===== config.mk =====
export PLATFORM = sky130hd
export DESIGN_NAME = bitmap_stream_blit_unit_flat
export DESIGN_NICKNAME = d
export VERILOG_FILES = /design/src/rtl/bsb_pkg.sv /design/src/rtl/bsb_in_if.sv /design/src/rtl/bsb_out_if.sv /design/src/rtl/bitmap_stream_blit_unit.sv /design/src/flat_wrapper.sv
export SDC_FILE = /design/constraint.sdc
export NUM_CORES = 1
export LEC_CHECK = 0
export BUFFER_PORTS_ARGS = -buffer_cell sky130_fd_sc_hd__clkbuf_2
export CAP_MARGIN = 20
export CORE_UTILIZATION = 40
export CTS_CLUSTER_SIZE = 14
export DETAILED_ROUTE_END_ITERATION = 8
export GPL_TIMING_DRIVEN = 0
export PLACE_DENSITY = 0.64
export REMOVE_ABC_BUFFERS = 1
export SETUP_SLACK_MARGIN = 0.1
export SLEW_MARGIN = 20
export SYNTH_ARGS = -nofsm -noshare
export SYNTH_HDL_FRONTEND = slang
export SYNTH_SLANG_ARGS = --single-unit

===== constraint.sdc =====
create_clock -name clk -period 14.3 [get_ports clk]
set_input_delay 2.86 -clock clk [delete_from_list [all_inputs] [get_ports clk]]
set_output_delay 2.86 -clock clk [all_outputs]
set_load 0.01 [all_outputs]

===== src/rtl/bsb_pkg.sv =====
// Shared constants for the bitmap stream blit unit.
package bsb_pkg;

  localparam int unsigned MAX_DIM = 4096;

  // Field widths
  localparam int unsigned ADDR_W  = 27;
  localparam int unsigned SW_W    = 13;
  localparam int unsigned COL_W   = 12;
  localparam int unsigned CNT_W   = 13;
  localparam int unsigned CFG_IDX_W = 2;
  localparam int unsigned CFG_DAT_W = 13;

  // Configuration register indexes
  localparam logic [CFG_IDX_W-1:0] CFG_SCREEN_WIDTH = 2'd0;
  localparam logic [CFG_IDX_W-1:0] CFG_CENTER_MODE  = 2'd1;
  localparam logic [CFG_IDX_W-1:0] CFG_LEFT_COLUMN  = 2'd2;
  localparam logic [CFG_IDX_W-1:0] CFG_TOP_ROW      = 2'd3;

  // Configuration reset values
  localparam logic [SW_W-1:0]  SCREEN_WIDTH_RST = 13'd640;
  localparam logic             CENTER_MODE_RST  = 1'b1;
  localparam logic [COL_W-1:0] LEFT_COLUMN_RST  = 12'd0;
  localparam logic [COL_W-1:0] TOP_ROW_RST      = 12'd0;

  // Header byte positions
  localparam logic [31:0] OFS_FIRST = 32'd10;
  localparam logic [31:0] OFS_LAST  = 32'd13;
  localparam logic [31:0] WID_FIRST = 32'd18;
  localparam logic [31:0] WID_LAST  = 32'd21;
  localparam logic [31:0] HGT_FIRST = 32'd22;
  localparam logic [31:0] HGT_LAST  = 32'd25;
  localparam logic [31:0] BPP_LO    = 32'd28;
  localparam logic [31:0] BPP_HI    = 32'd29;
  localparam logic [31:0] MIN_OFS   = 32'd30;

  localparam logic [CNT_W-1:0] CHAN_LIMIT = 13'd3;

endpackage


===== src/rtl/bsb_in_if.sv =====
// Input channel: one bitmap file byte per item.
interface bsb_in_if;
  logic       valid;
  logic       ready;
  logic [7:0] file_byte;
  logic       first_byte;

  modport source (output valid, output file_byte, output first_byte, input ready);
  modport sink   (input valid, input file_byte, input first_byte, output ready);
endinterface


===== src/rtl/bsb_out_if.sv =====
// Result channel: one framebuffer byte write per item.
interface bsb_out_if
  import bsb_pkg::*;
();
  logic              valid;
  logic              ready;
  logic [ADDR_W-1:0] write_address;
  logic [7:0]        write_byte;
  logic              off_frame;

  modport source (output valid, output write_address, output write_byte,
                  output off_frame, input ready);
  modport sink   (input valid, input write_address, input write_byte,
                  input off_frame, output ready);
endinterface


===== src/rtl/bitmap_stream_blit_unit.sv =====
// Bitmap stream blit unit: header parser and framebuffer byte write generator.
//
// in_chan carries a bitmap file one byte per item; first_byte marks byte 0 of
// a new file and clears the parser. Header fields (data offset, width,
// height, bit count) are captured from their little-endian byte positions.
// Each pixel byte among the first three of a pixel produces one item on
// out_chan: a framebuffer byte address (4 bytes per pixel, rows flipped),
// the byte value and an off-frame flag. Other bytes produce no item.
// cfg_we/cfg_index/cfg_data write the placement registers; write them only
// while the unit is idle.
// An accepted byte is registered in the operand stage (parser and counters
// plus operand setup), then in the result stage (row*stride multiply and
// address add). Throughput is one byte per cycle while out_chan does not
// stall, set by the channel/column/row counter update. Reset (rst_n low,
// synchronous) restores the register defaults and clears the parser and
// pipeline. When out_chan stalls, the result is held and one more result
// may wait in the operand stage; input is then held off until a slot frees.
module bitmap_stream_blit_unit
  import bsb_pkg::*;
(
  input  logic                 clk,
  input  logic                 rst_n,
  bsb_in_if.sink               in_chan,
  bsb_out_if.source            out_chan,
  input  logic                 cfg_we,
  input  logic [CFG_IDX_W-1:0] cfg_index,
  input  logic [CFG_DAT_W-1:0] cfg_data
);

  // Configuration
  logic [SW_W-1:0]  screen_width_r;
  logic             center_mode_r;
  logic [COL_W-1:0] left_column_r;
  logic [COL_W-1:0] top_row_r;

  always_ff @(posedge clk) begin
    if (!rst_n) begin
      screen_width_r <= SCREEN_WIDTH_RST;
      center_mode_r  <= CENTER_MODE_RST;
      left_column_r  <= LEFT_COLUMN_RST;
      top_row_r      <= TOP_ROW_RST;
    end else if (cfg_we) begin
      case (cfg_index)
        CFG_SCREEN_WIDTH: screen_width_r <= cfg_data;
        CFG_CENTER_MODE:  center_mode_r  <= cfg_data[0];
        CFG_LEFT_COLUMN:  left_column_r  <= cfg_data[COL_W-1:0];
        CFG_TOP_ROW:      top_row_r      <= cfg_data[COL_W-1:0];
        default: ;
      endcase
    end
  end

  // Parser state
  logic [31:0]      byte_pos_r, byte_pos_nxt;
  logic [31:0]      data_ofs_r, data_ofs_nxt;
  logic [31:0]      img_w_r, img_w_nxt;
  logic [31:0]      img_h_r, img_h_nxt;
  logic [15:0]      bit_cnt_r, bit_cnt_nxt;
  logic [CNT_W-1:0] chan_r, chan_nxt;
  logic [CNT_W-1:0] col_r, col_nxt;
  logic [CNT_W-1:0] row_r, row_nxt;

  // Operand stage
  logic              s1_valid_r, s1_valid_nxt;
  logic [7:0]        s1_byte_r, s1_byte_nxt;
  logic [1:0]        s1_chan_r, s1_chan_nxt;
  logic [CNT_W-1:0]  s1_col_r, s1_col_nxt;
  logic signed [13:0] s1_left_r, s1_left_nxt;
  logic [CNT_W-1:0]  s1_row_r, s1_row_nxt;

  // Result stage
  logic              out_valid_r;
  logic [ADDR_W-1:0] out_addr_r;
  logic [7:0]        out_byte_r;
  logic              out_off_r;

  logic adv_out, adv_s1, in_acc;

  assign adv_out = !out_valid_r || out_chan.ready;
  assign adv_s1  = !s1_valid_r || adv_out;
  assign in_acc  = in_chan.valid && adv_s1;
  assign in_chan.ready = adv_s1;

  // Parse and count
  logic [31:0]      pos, ofs_c, w_c, h_c;
  logic [15:0]      bits_c;
  logic [CNT_W-1:0] chan_c, col_c, row_c, chan_inc, col_inc;
  logic [1:0]       lane;
  logic [11:0]      bpp;
  logic             pixel;
  logic signed [14:0] sw_diff;

  always_comb begin
    if (in_chan.first_byte) begin
      pos    = '0;
      ofs_c  = '0;
      w_c    = '0;
      h_c    = '0;
      bits_c = '0;
      chan_c = '0;
      col_c  = '0;
      row_c  = '0;
    end else begin
      pos    = byte_pos_r;
      ofs_c  = data_ofs_r;
      w_c    = img_w_r;
      h_c    = img_h_r;
      bits_c = bit_cnt_r;
      chan_c = chan_r;
      col_c  = col_r;
      row_c  = row_r;
    end

    lane = pos[1:0] - 2'd2;   // (pos - 10) mod 4; also right for 18 and 22 bases
    data_ofs_nxt = ofs_c;
    img_w_nxt    = w_c;
    img_h_nxt    = h_c;
    bit_cnt_nxt  = bits_c;
    if (pos >= OFS_FIRST && pos <= OFS_LAST)
      data_ofs_nxt[lane*8 +: 8] = in_chan.file_byte;
    else if (pos >= WID_FIRST && pos <= WID_LAST)
      img_w_nxt[lane*8 +: 8] = in_chan.file_byte;
    else if (pos >= HGT_FIRST && pos <= HGT_LAST)
      img_h_nxt[lane*8 +: 8] = in_chan.file_byte;
    else if (pos == BPP_LO)
      bit_cnt_nxt[7:0] = in_chan.file_byte;
    else if (pos == BPP_HI)
      bit_cnt_nxt[15:8] = in_chan.file_byte;

    bpp = bit_cnt_nxt[14:3];
    // signed tests done as unsigned ranges: negatives look huge
    pixel = !data_ofs_nxt[31] && data_ofs_nxt >= MIN_OFS && pos >= data_ofs_nxt &&
            img_w_nxt != '0 && img_w_nxt <= 32'(MAX_DIM) &&
            img_h_nxt != '0 && img_h_nxt <= 32'(MAX_DIM) &&
            !bit_cnt_nxt[15] && bpp != '0 &&
            32'(row_c) < img_h_nxt;

    chan_inc = chan_c + 1'b1;
    col_inc  = col_c + 1'b1;
    chan_nxt = chan_c;
    col_nxt  = col_c;
    row_nxt  = row_c;
    if (pixel) begin
      if (chan_inc >= CNT_W'(bpp)) begin
        chan_nxt = '0;
        if (32'(col_inc) >= img_w_nxt) begin
          col_nxt = '0;
          row_nxt = row_c + 1'b1;
        end else begin
          col_nxt = col_inc;
        end
      end else begin
        chan_nxt = chan_inc;
      end
    end

    byte_pos_nxt = (pos == '1) ? pos : pos + 32'd1;

    // Operands for the address stage
    s1_valid_nxt = pixel && chan_c < CHAN_LIMIT;
    s1_byte_nxt  = in_chan.file_byte;
    s1_chan_nxt  = chan_c[1:0];
    s1_col_nxt   = col_c;
    sw_diff = $signed({2'b00, screen_width_r}) - $signed({2'b00, img_w_nxt[12:0]});
    if (center_mode_r)
      s1_left_nxt = 14'((sw_diff + $signed({14'd0, sw_diff[14]})) >>> 1);
    else
      s1_left_nxt = $signed({2'b00, left_column_r});
    s1_row_nxt = CNT_W'({1'b0, top_row_r} + img_h_nxt[12:0] - row_c);
  end

  always_ff @(posedge clk) begin
    if (!rst_n) begin
      byte_pos_r <= '0;
      data_ofs_r <= '0;
      img_w_r    <= '0;
      img_h_r    <= '0;
      bit_cnt_r  <= '0;
      chan_r     <= '0;
      col_r      <= '0;
      row_r      <= '0;
      s1_valid_r <= 1'b0;
    end else begin
      if (in_acc) begin
        byte_pos_r <= byte_pos_nxt;
        data_ofs_r <= data_ofs_nxt;
        img_w_r    <= img_w_nxt;
        img_h_r    <= img_h_nxt;
        bit_cnt_r  <= bit_cnt_nxt;
        chan_r     <= chan_nxt;
        col_r      <= col_nxt;
        row_r      <= row_nxt;
      end
      if (adv_s1)
        s1_valid_r <= in_acc && s1_valid_nxt;
    end
  end

  always_ff @(posedge clk) begin
    if (in_acc) begin
      s1_byte_r <= s1_byte_nxt;
      s1_chan_r <= s1_chan_nxt;
      s1_col_r  <= s1_col_nxt;
      s1_left_r <= s1_left_nxt;
      s1_row_r  <= s1_row_nxt;
    end
  end

  // Address: 4 * (left + col + row * screen_width) + chan
  logic [25:0]        row_off;
  logic signed [30:0] pix_idx, addr;
  logic               addr_bad;

  always_comb begin
    row_off  = 26'(s1_row_r) * 26'(screen_width_r);
    pix_idx  = 31'(s1_left_r) + $signed({18'd0, s1_col_r}) + $signed({5'd0, row_off});
    addr     = (pix_idx <<< 2) + $signed({29'd0, s1_chan_r});
    addr_bad = addr[30] || addr > $signed(31'h7FF_FFFF);
  end

  always_ff @(posedge clk) begin
    if (!rst_n)
      out_valid_r <= 1'b0;
    else if (adv_out)
      out_valid_r <= s1_valid_r;
  end

  always_ff @(posedge clk) begin
    if (adv_out && s1_valid_r) begin
      out_addr_r <= addr_bad ? '0 : addr[ADDR_W-1:0];
      out_byte_r <= s1_byte_r;
      out_off_r  <= addr_bad;
    end
  end

  assign out_chan.valid         = out_valid_r;
  assign out_chan.write_address = out_addr_r;
  assign out_chan.write_byte    = out_byte_r;
  assign out_chan.off_frame     = out_off_r;

endmodule


===== src/flat_wrapper.sv =====
// flat-port wrapper written by rule: the top's interface ports become plain ports
module bitmap_stream_blit_unit_flat import bsb_pkg::*;
  (clk, rst_n, cfg_we, cfg_index, cfg_data, in_chan_valid, in_chan_file_byte, in_chan_first_byte, in_chan_ready, out_chan_valid, out_chan_write_address, out_chan_write_byte, out_chan_off_frame, out_chan_ready);
  bsb_in_if in_chan_i ();
  bsb_out_if out_chan_i ();
  input  logic clk;
  input  logic rst_n;
  input  logic cfg_we;
  input  logic [CFG_IDX_W-1:0] cfg_index;
  input  logic [CFG_DAT_W-1:0] cfg_data;
  input wire logic [$bits(in_chan_i.valid)-1:0] in_chan_valid;
  input wire logic [$bits(in_chan_i.file_byte)-1:0] in_chan_file_byte;
  input wire logic [$bits(in_chan_i.first_byte)-1:0] in_chan_first_byte;
  output wire logic [$bits(in_chan_i.ready)-1:0] in_chan_ready;
  output wire logic [$bits(out_chan_i.valid)-1:0] out_chan_valid;
  output wire logic [$bits(out_chan_i.write_address)-1:0] out_chan_write_address;
  output wire logic [$bits(out_chan_i.write_byte)-1:0] out_chan_write_byte;
  output wire logic [$bits(out_chan_i.off_frame)-1:0] out_chan_off_frame;
  input wire logic [$bits(out_chan_i.ready)-1:0] out_chan_ready;
  assign in_chan_i.valid = in_chan_valid;
  assign in_chan_i.file_byte = in_chan_file_byte;
  assign in_chan_i.first_byte = in_chan_first_byte;
  assign in_chan_ready = in_chan_i.ready;
  assign out_chan_valid = out_chan_i.valid;
  assign out_chan_write_address = out_chan_i.write_address;
  assign out_chan_write_byte = out_chan_i.write_byte;
  assign out_chan_off_frame = out_chan_i.off_frame;
  assign out_chan_i.ready = out_chan_ready;
  bitmap_stream_blit_unit u_core (.clk(clk), .rst_n(rst_n), .in_chan(in_chan_i), .out_chan(out_chan_i), .cfg_we(cfg_we), .cfg_index(cfg_index), .cfg_data(cfg_data));
endmodule

==> impl_metrics.yaml <==
status:
  status: "completed"
place:
  hpwl_um: 46740
  io_buffers: 66
  place_ws_ns: 4.134
  globalplace.congestion: 0.8820
  dpl_cell_area_um2: 26080
  dp.cells: 3693
grt:
  grt_pass1_wl_um: 102700
  grt_pass1_vias: 19400
  antenna_found_initial: 1
  grt_use_total_pct: 20.08
  grt.overflow.total: 0
  grt_max_degree: 106
flow_run:
  max_cap_violations: 0
detailed_routing:
  routedWlPerCell_um: 16.89
  vias: 20180
  avgViaCountPerCell: 5.365
  routed_wl_um: 63520
  antenna_left: 0
  drc: 0
  firstDrtPassIters: 5
  drt_iter0_markers: 1216
timing:
  slew_headroom_pct: 26.42
  setup_viol: 0
  worst_pin_slew_ns: 1.092
  fmax_ghz: 0.1030
  fin_crit_ns: 9.707
  drv_slew: 0
  period_share_pct: 67.88
  hold_violations: 0
  setup_tns_ns: 0
  skew_ns: 0.01914
  grt_setup_unrepaired: "false"
  worst_slack_ns: 4.593
power:
  seq_power_share_pct: 30.4
  power.density_nw_per_um2: 121.6
  pwr-share-comb_pct: 40.5
  p_sw_uw: 1235
  pwr-share-clk_pct: 29.1
  p_leak_uw: 0.01161
  ir_drop_mv: 0.08606
  switching_share_pct: 37.14
  p_int_uw: 2090
  power_uw: 3325
cells_and_area:
  design_area_um2: 27340
  area_growth_pct: 9.619
  drive_gt1_share_pct: 7.216
  antenna_cells: 0
  fin_cells: 3761
  fin_nets: 3280
critical_path:
  path_delay_family: "compound AO/OA/AOI/OAI gates"
  setup.worst_path.end_class: "flop"
  crit_slowest_cell: "mux2i_1"
  critPathKind: "in -> reg"
  cp_max_fo: 100
  r2r_setup_slack_ns: 5.35
  crit_top_cell: "a21o_1"
  worstPathCellList: "clkbuf_8 > buf_16 > nand2b_1 > ha_1 > inv_1 > a21o_1 > a211oi_2 > o2111ai_2 > mux2i_1 > inv_1 > ha_1 > a21o_1 > a21o_1 > a21o_1 > a21oi_1 > and4_1 > o21ai_0 > a211oi_1 > and4_1 > nand4_1 > nand2b_1 > nand2b_1 > o221ai_1"
  max_stage_delay_ns: 0.64
  crit_cells: 23
  start_kind: "primary input"
  r2r_cells: 29
  crit_required_ns: 14.77
  cp_num_buf_inv: 4
  reg2reg_to: "u_core.out_chan.write_address[17]"
  crit_arrival_ns: 10.18
  timing.rr.start: "u_core.s1_row_r[2]"
synth:
  async_reset_ff_share_pct: 0
  synth_edf_count: 86
  yosysSeqAreaShare_pct: 28.02
  syn-cell-area_um2: 24940
  syn_avg_cell_area_um2: 8.534
  yosys_warnings: 0
  syn-instance-count: 2922
  synth_seq_cells: 306
  synth.distinct_cells: 90
  synthFlopType: "dfxtp_1"
cts:
  clk_path_buf_depth: 3
  hold_buffers: 0
  cts_setup_buffers: 0
  clockRootBuffer: "clkbuf_16"
  cts_tree: "built"
  clock-sinks: 306
  post_cts_resized: 0
  insertion_delay_ns: 0.57
  clk_transition_reported_paths_ns: 0.06
  numCtsBuffers: 37
  htree_levels: 2
floorplan:
  die_h_um: 251.7
  start_util_pct: 40.48
  coreArea_um2: 61600
  die_w_um: 251.7
  io-pin-count: 67
  dieArea_um2: 63340
  rows: 91
min_path:
  holdPathEnd: "u_core.out_chan.write_byte[2]"
  worstHoldPathCells: 0
  hold_start: "u_core.s1_byte_r[2]"
  hp-class: "reg -> reg"
## cells in the mapped netlist (7+ instances only)
library cell    n  share of area, %
a31oi_1        12              0.30
o2111ai_1       7              0.25
dfxtp_1       220                18
buf_2          11              0.22
a21o_1         47               1.4
o21bai_1       14              0.42
nor2b_1        73               1.8
nor4_1         18              0.45
a22o_1         14              0.49
mux2i_1        28               1.1
xor2_1         49               1.7
o21ai_0        63               1.3
o31ai_1         8              0.24
nor3b_1        35               1.1
o211ai_1        8              0.24
ha_1          220                11
nand3_1        67               1.3
nand4_1        37              0.93
inv_1         259               3.9
a211oi_1       88               2.6
nand2_1       363               5.5
and2_1        117               2.9
buf_1           8              0.12
and3_1         34              0.85
or4_1           8              0.24
o21a_1          8              0.24
xnor2_1        79               2.8
a21oi_1       186               3.7
fa_1          136                11
nor2_1        249               3.7
a21boi_0        8              0.24
and4_1         11              0.39
a22oi_1        27              0.81
clkbuf_1      120               1.8
mux2_2         11              0.50
nor3_1         43              0.86
edfxtp_1       86                10
or3_1           8              0.20
nand2b_1       17              0.43
## worst max path at each step
stage	slack [ns]	end	startpoint
finish	4.59	u_core.col_r[9]	in_chan_first_byte
global route	4.26	u_core.col_r[9]	in_chan_first_byte
CTS	4.69	u_core.col_r[6]	in_chan_first_byte
detailed placement	4.13	u_core.col_r[6]	in_chan_first_byte
global placement	-0.15	u_core.byte_pos_r[17]	out_chan_ready
floorplan	4.00	u_core.byte_pos_r[17]	out_chan_ready
## cells in the final DEF (no fill, tap or decap), drive strengths merged, types with 89 or more instances in the layout
| cell type | count |
|---|---|
| dfxtp | 220 |
| nor2 | 249 |
| ha | 220 |
| fa | 136 |
| a211oi | 89 |
| a21oi | 186 |
| clkbuf | 111 |
| nand2 | 364 |
| and2 | 118 |
| inv | 262 |
## power by group through the flow
stage                     clock [µW]  sequential (µW)  combinational, µW
after floorplan                    0             1010               1080
after global placement             0             1030               1330
after detailed placement           0             1030               1350
after CTS                        988             1010               1360
after global routing            1020             1020               1560
final                            968             1010               1350
## through the flow
step	hold slack, ns	utilization [%]
2_1_floorplan	0.4003	-
3_3_place_gp	0.4022	41.76
3_5_place_dp	0.4061	42.34
4_1_cts	0.4205	44.34
5_1_grt	0.4257	44.38
6_report	0.4189	44.38
## state kept, by name, indices dropped and copies added (netlist names), 12 cells and up
signal                         flops
u_core.out_chan.write_address     27
u_core.bit_cnt_r                  13
u_core.s1_left_r                  14
u_core.img_h_r                    32
u_core.byte_pos_r                 32
u_core.left_column_r              12
u_core.row_r                      13
u_core.s1_row_r                   13
u_core.screen_width_r             13
u_core.s1_col_r                   13
u_core.top_row_r                  12
u_core.img_w_r                    32
u_core.chan_r                     13
u_core.data_ofs_r                 32
u_core.col_r                      13
## per-layer routing
metal	wire (µm)	GRT usage, %	vias to the layer above
met5	13	0	-
met4	1264	5.366	2
met3	3560	3.425	92
met2	30210	33.70	510
met1	28480	26.56	9585
li1	-	-	9989
## logic make-up after synthesis
kind of cell / Yosys count / synth area share (%)
flops: 306 / 28.02
buf+inv: 408 / 6.317
fa+ha+maj: 356 / 21.96
compound gates: 558 / 14.80
xor+xnor: 128 / 4.496
mux: 40 / 1.676
simple gates: 1126 / 22.73
## area by class of cell
class                           instances  area (µm²)
Inverter                              262       994.7
Timing Repair Buffer                   80       581.8
Clock inverter                         23       216.5
Sequential cell                       306        6987
Clock buffer                           45        1017
Tap cell                              837        1047
Multi-Input combinational cell       2208       16490
Fill cell                            5987       34260
No activity file was read; power rests on OpenSTA's default activity.
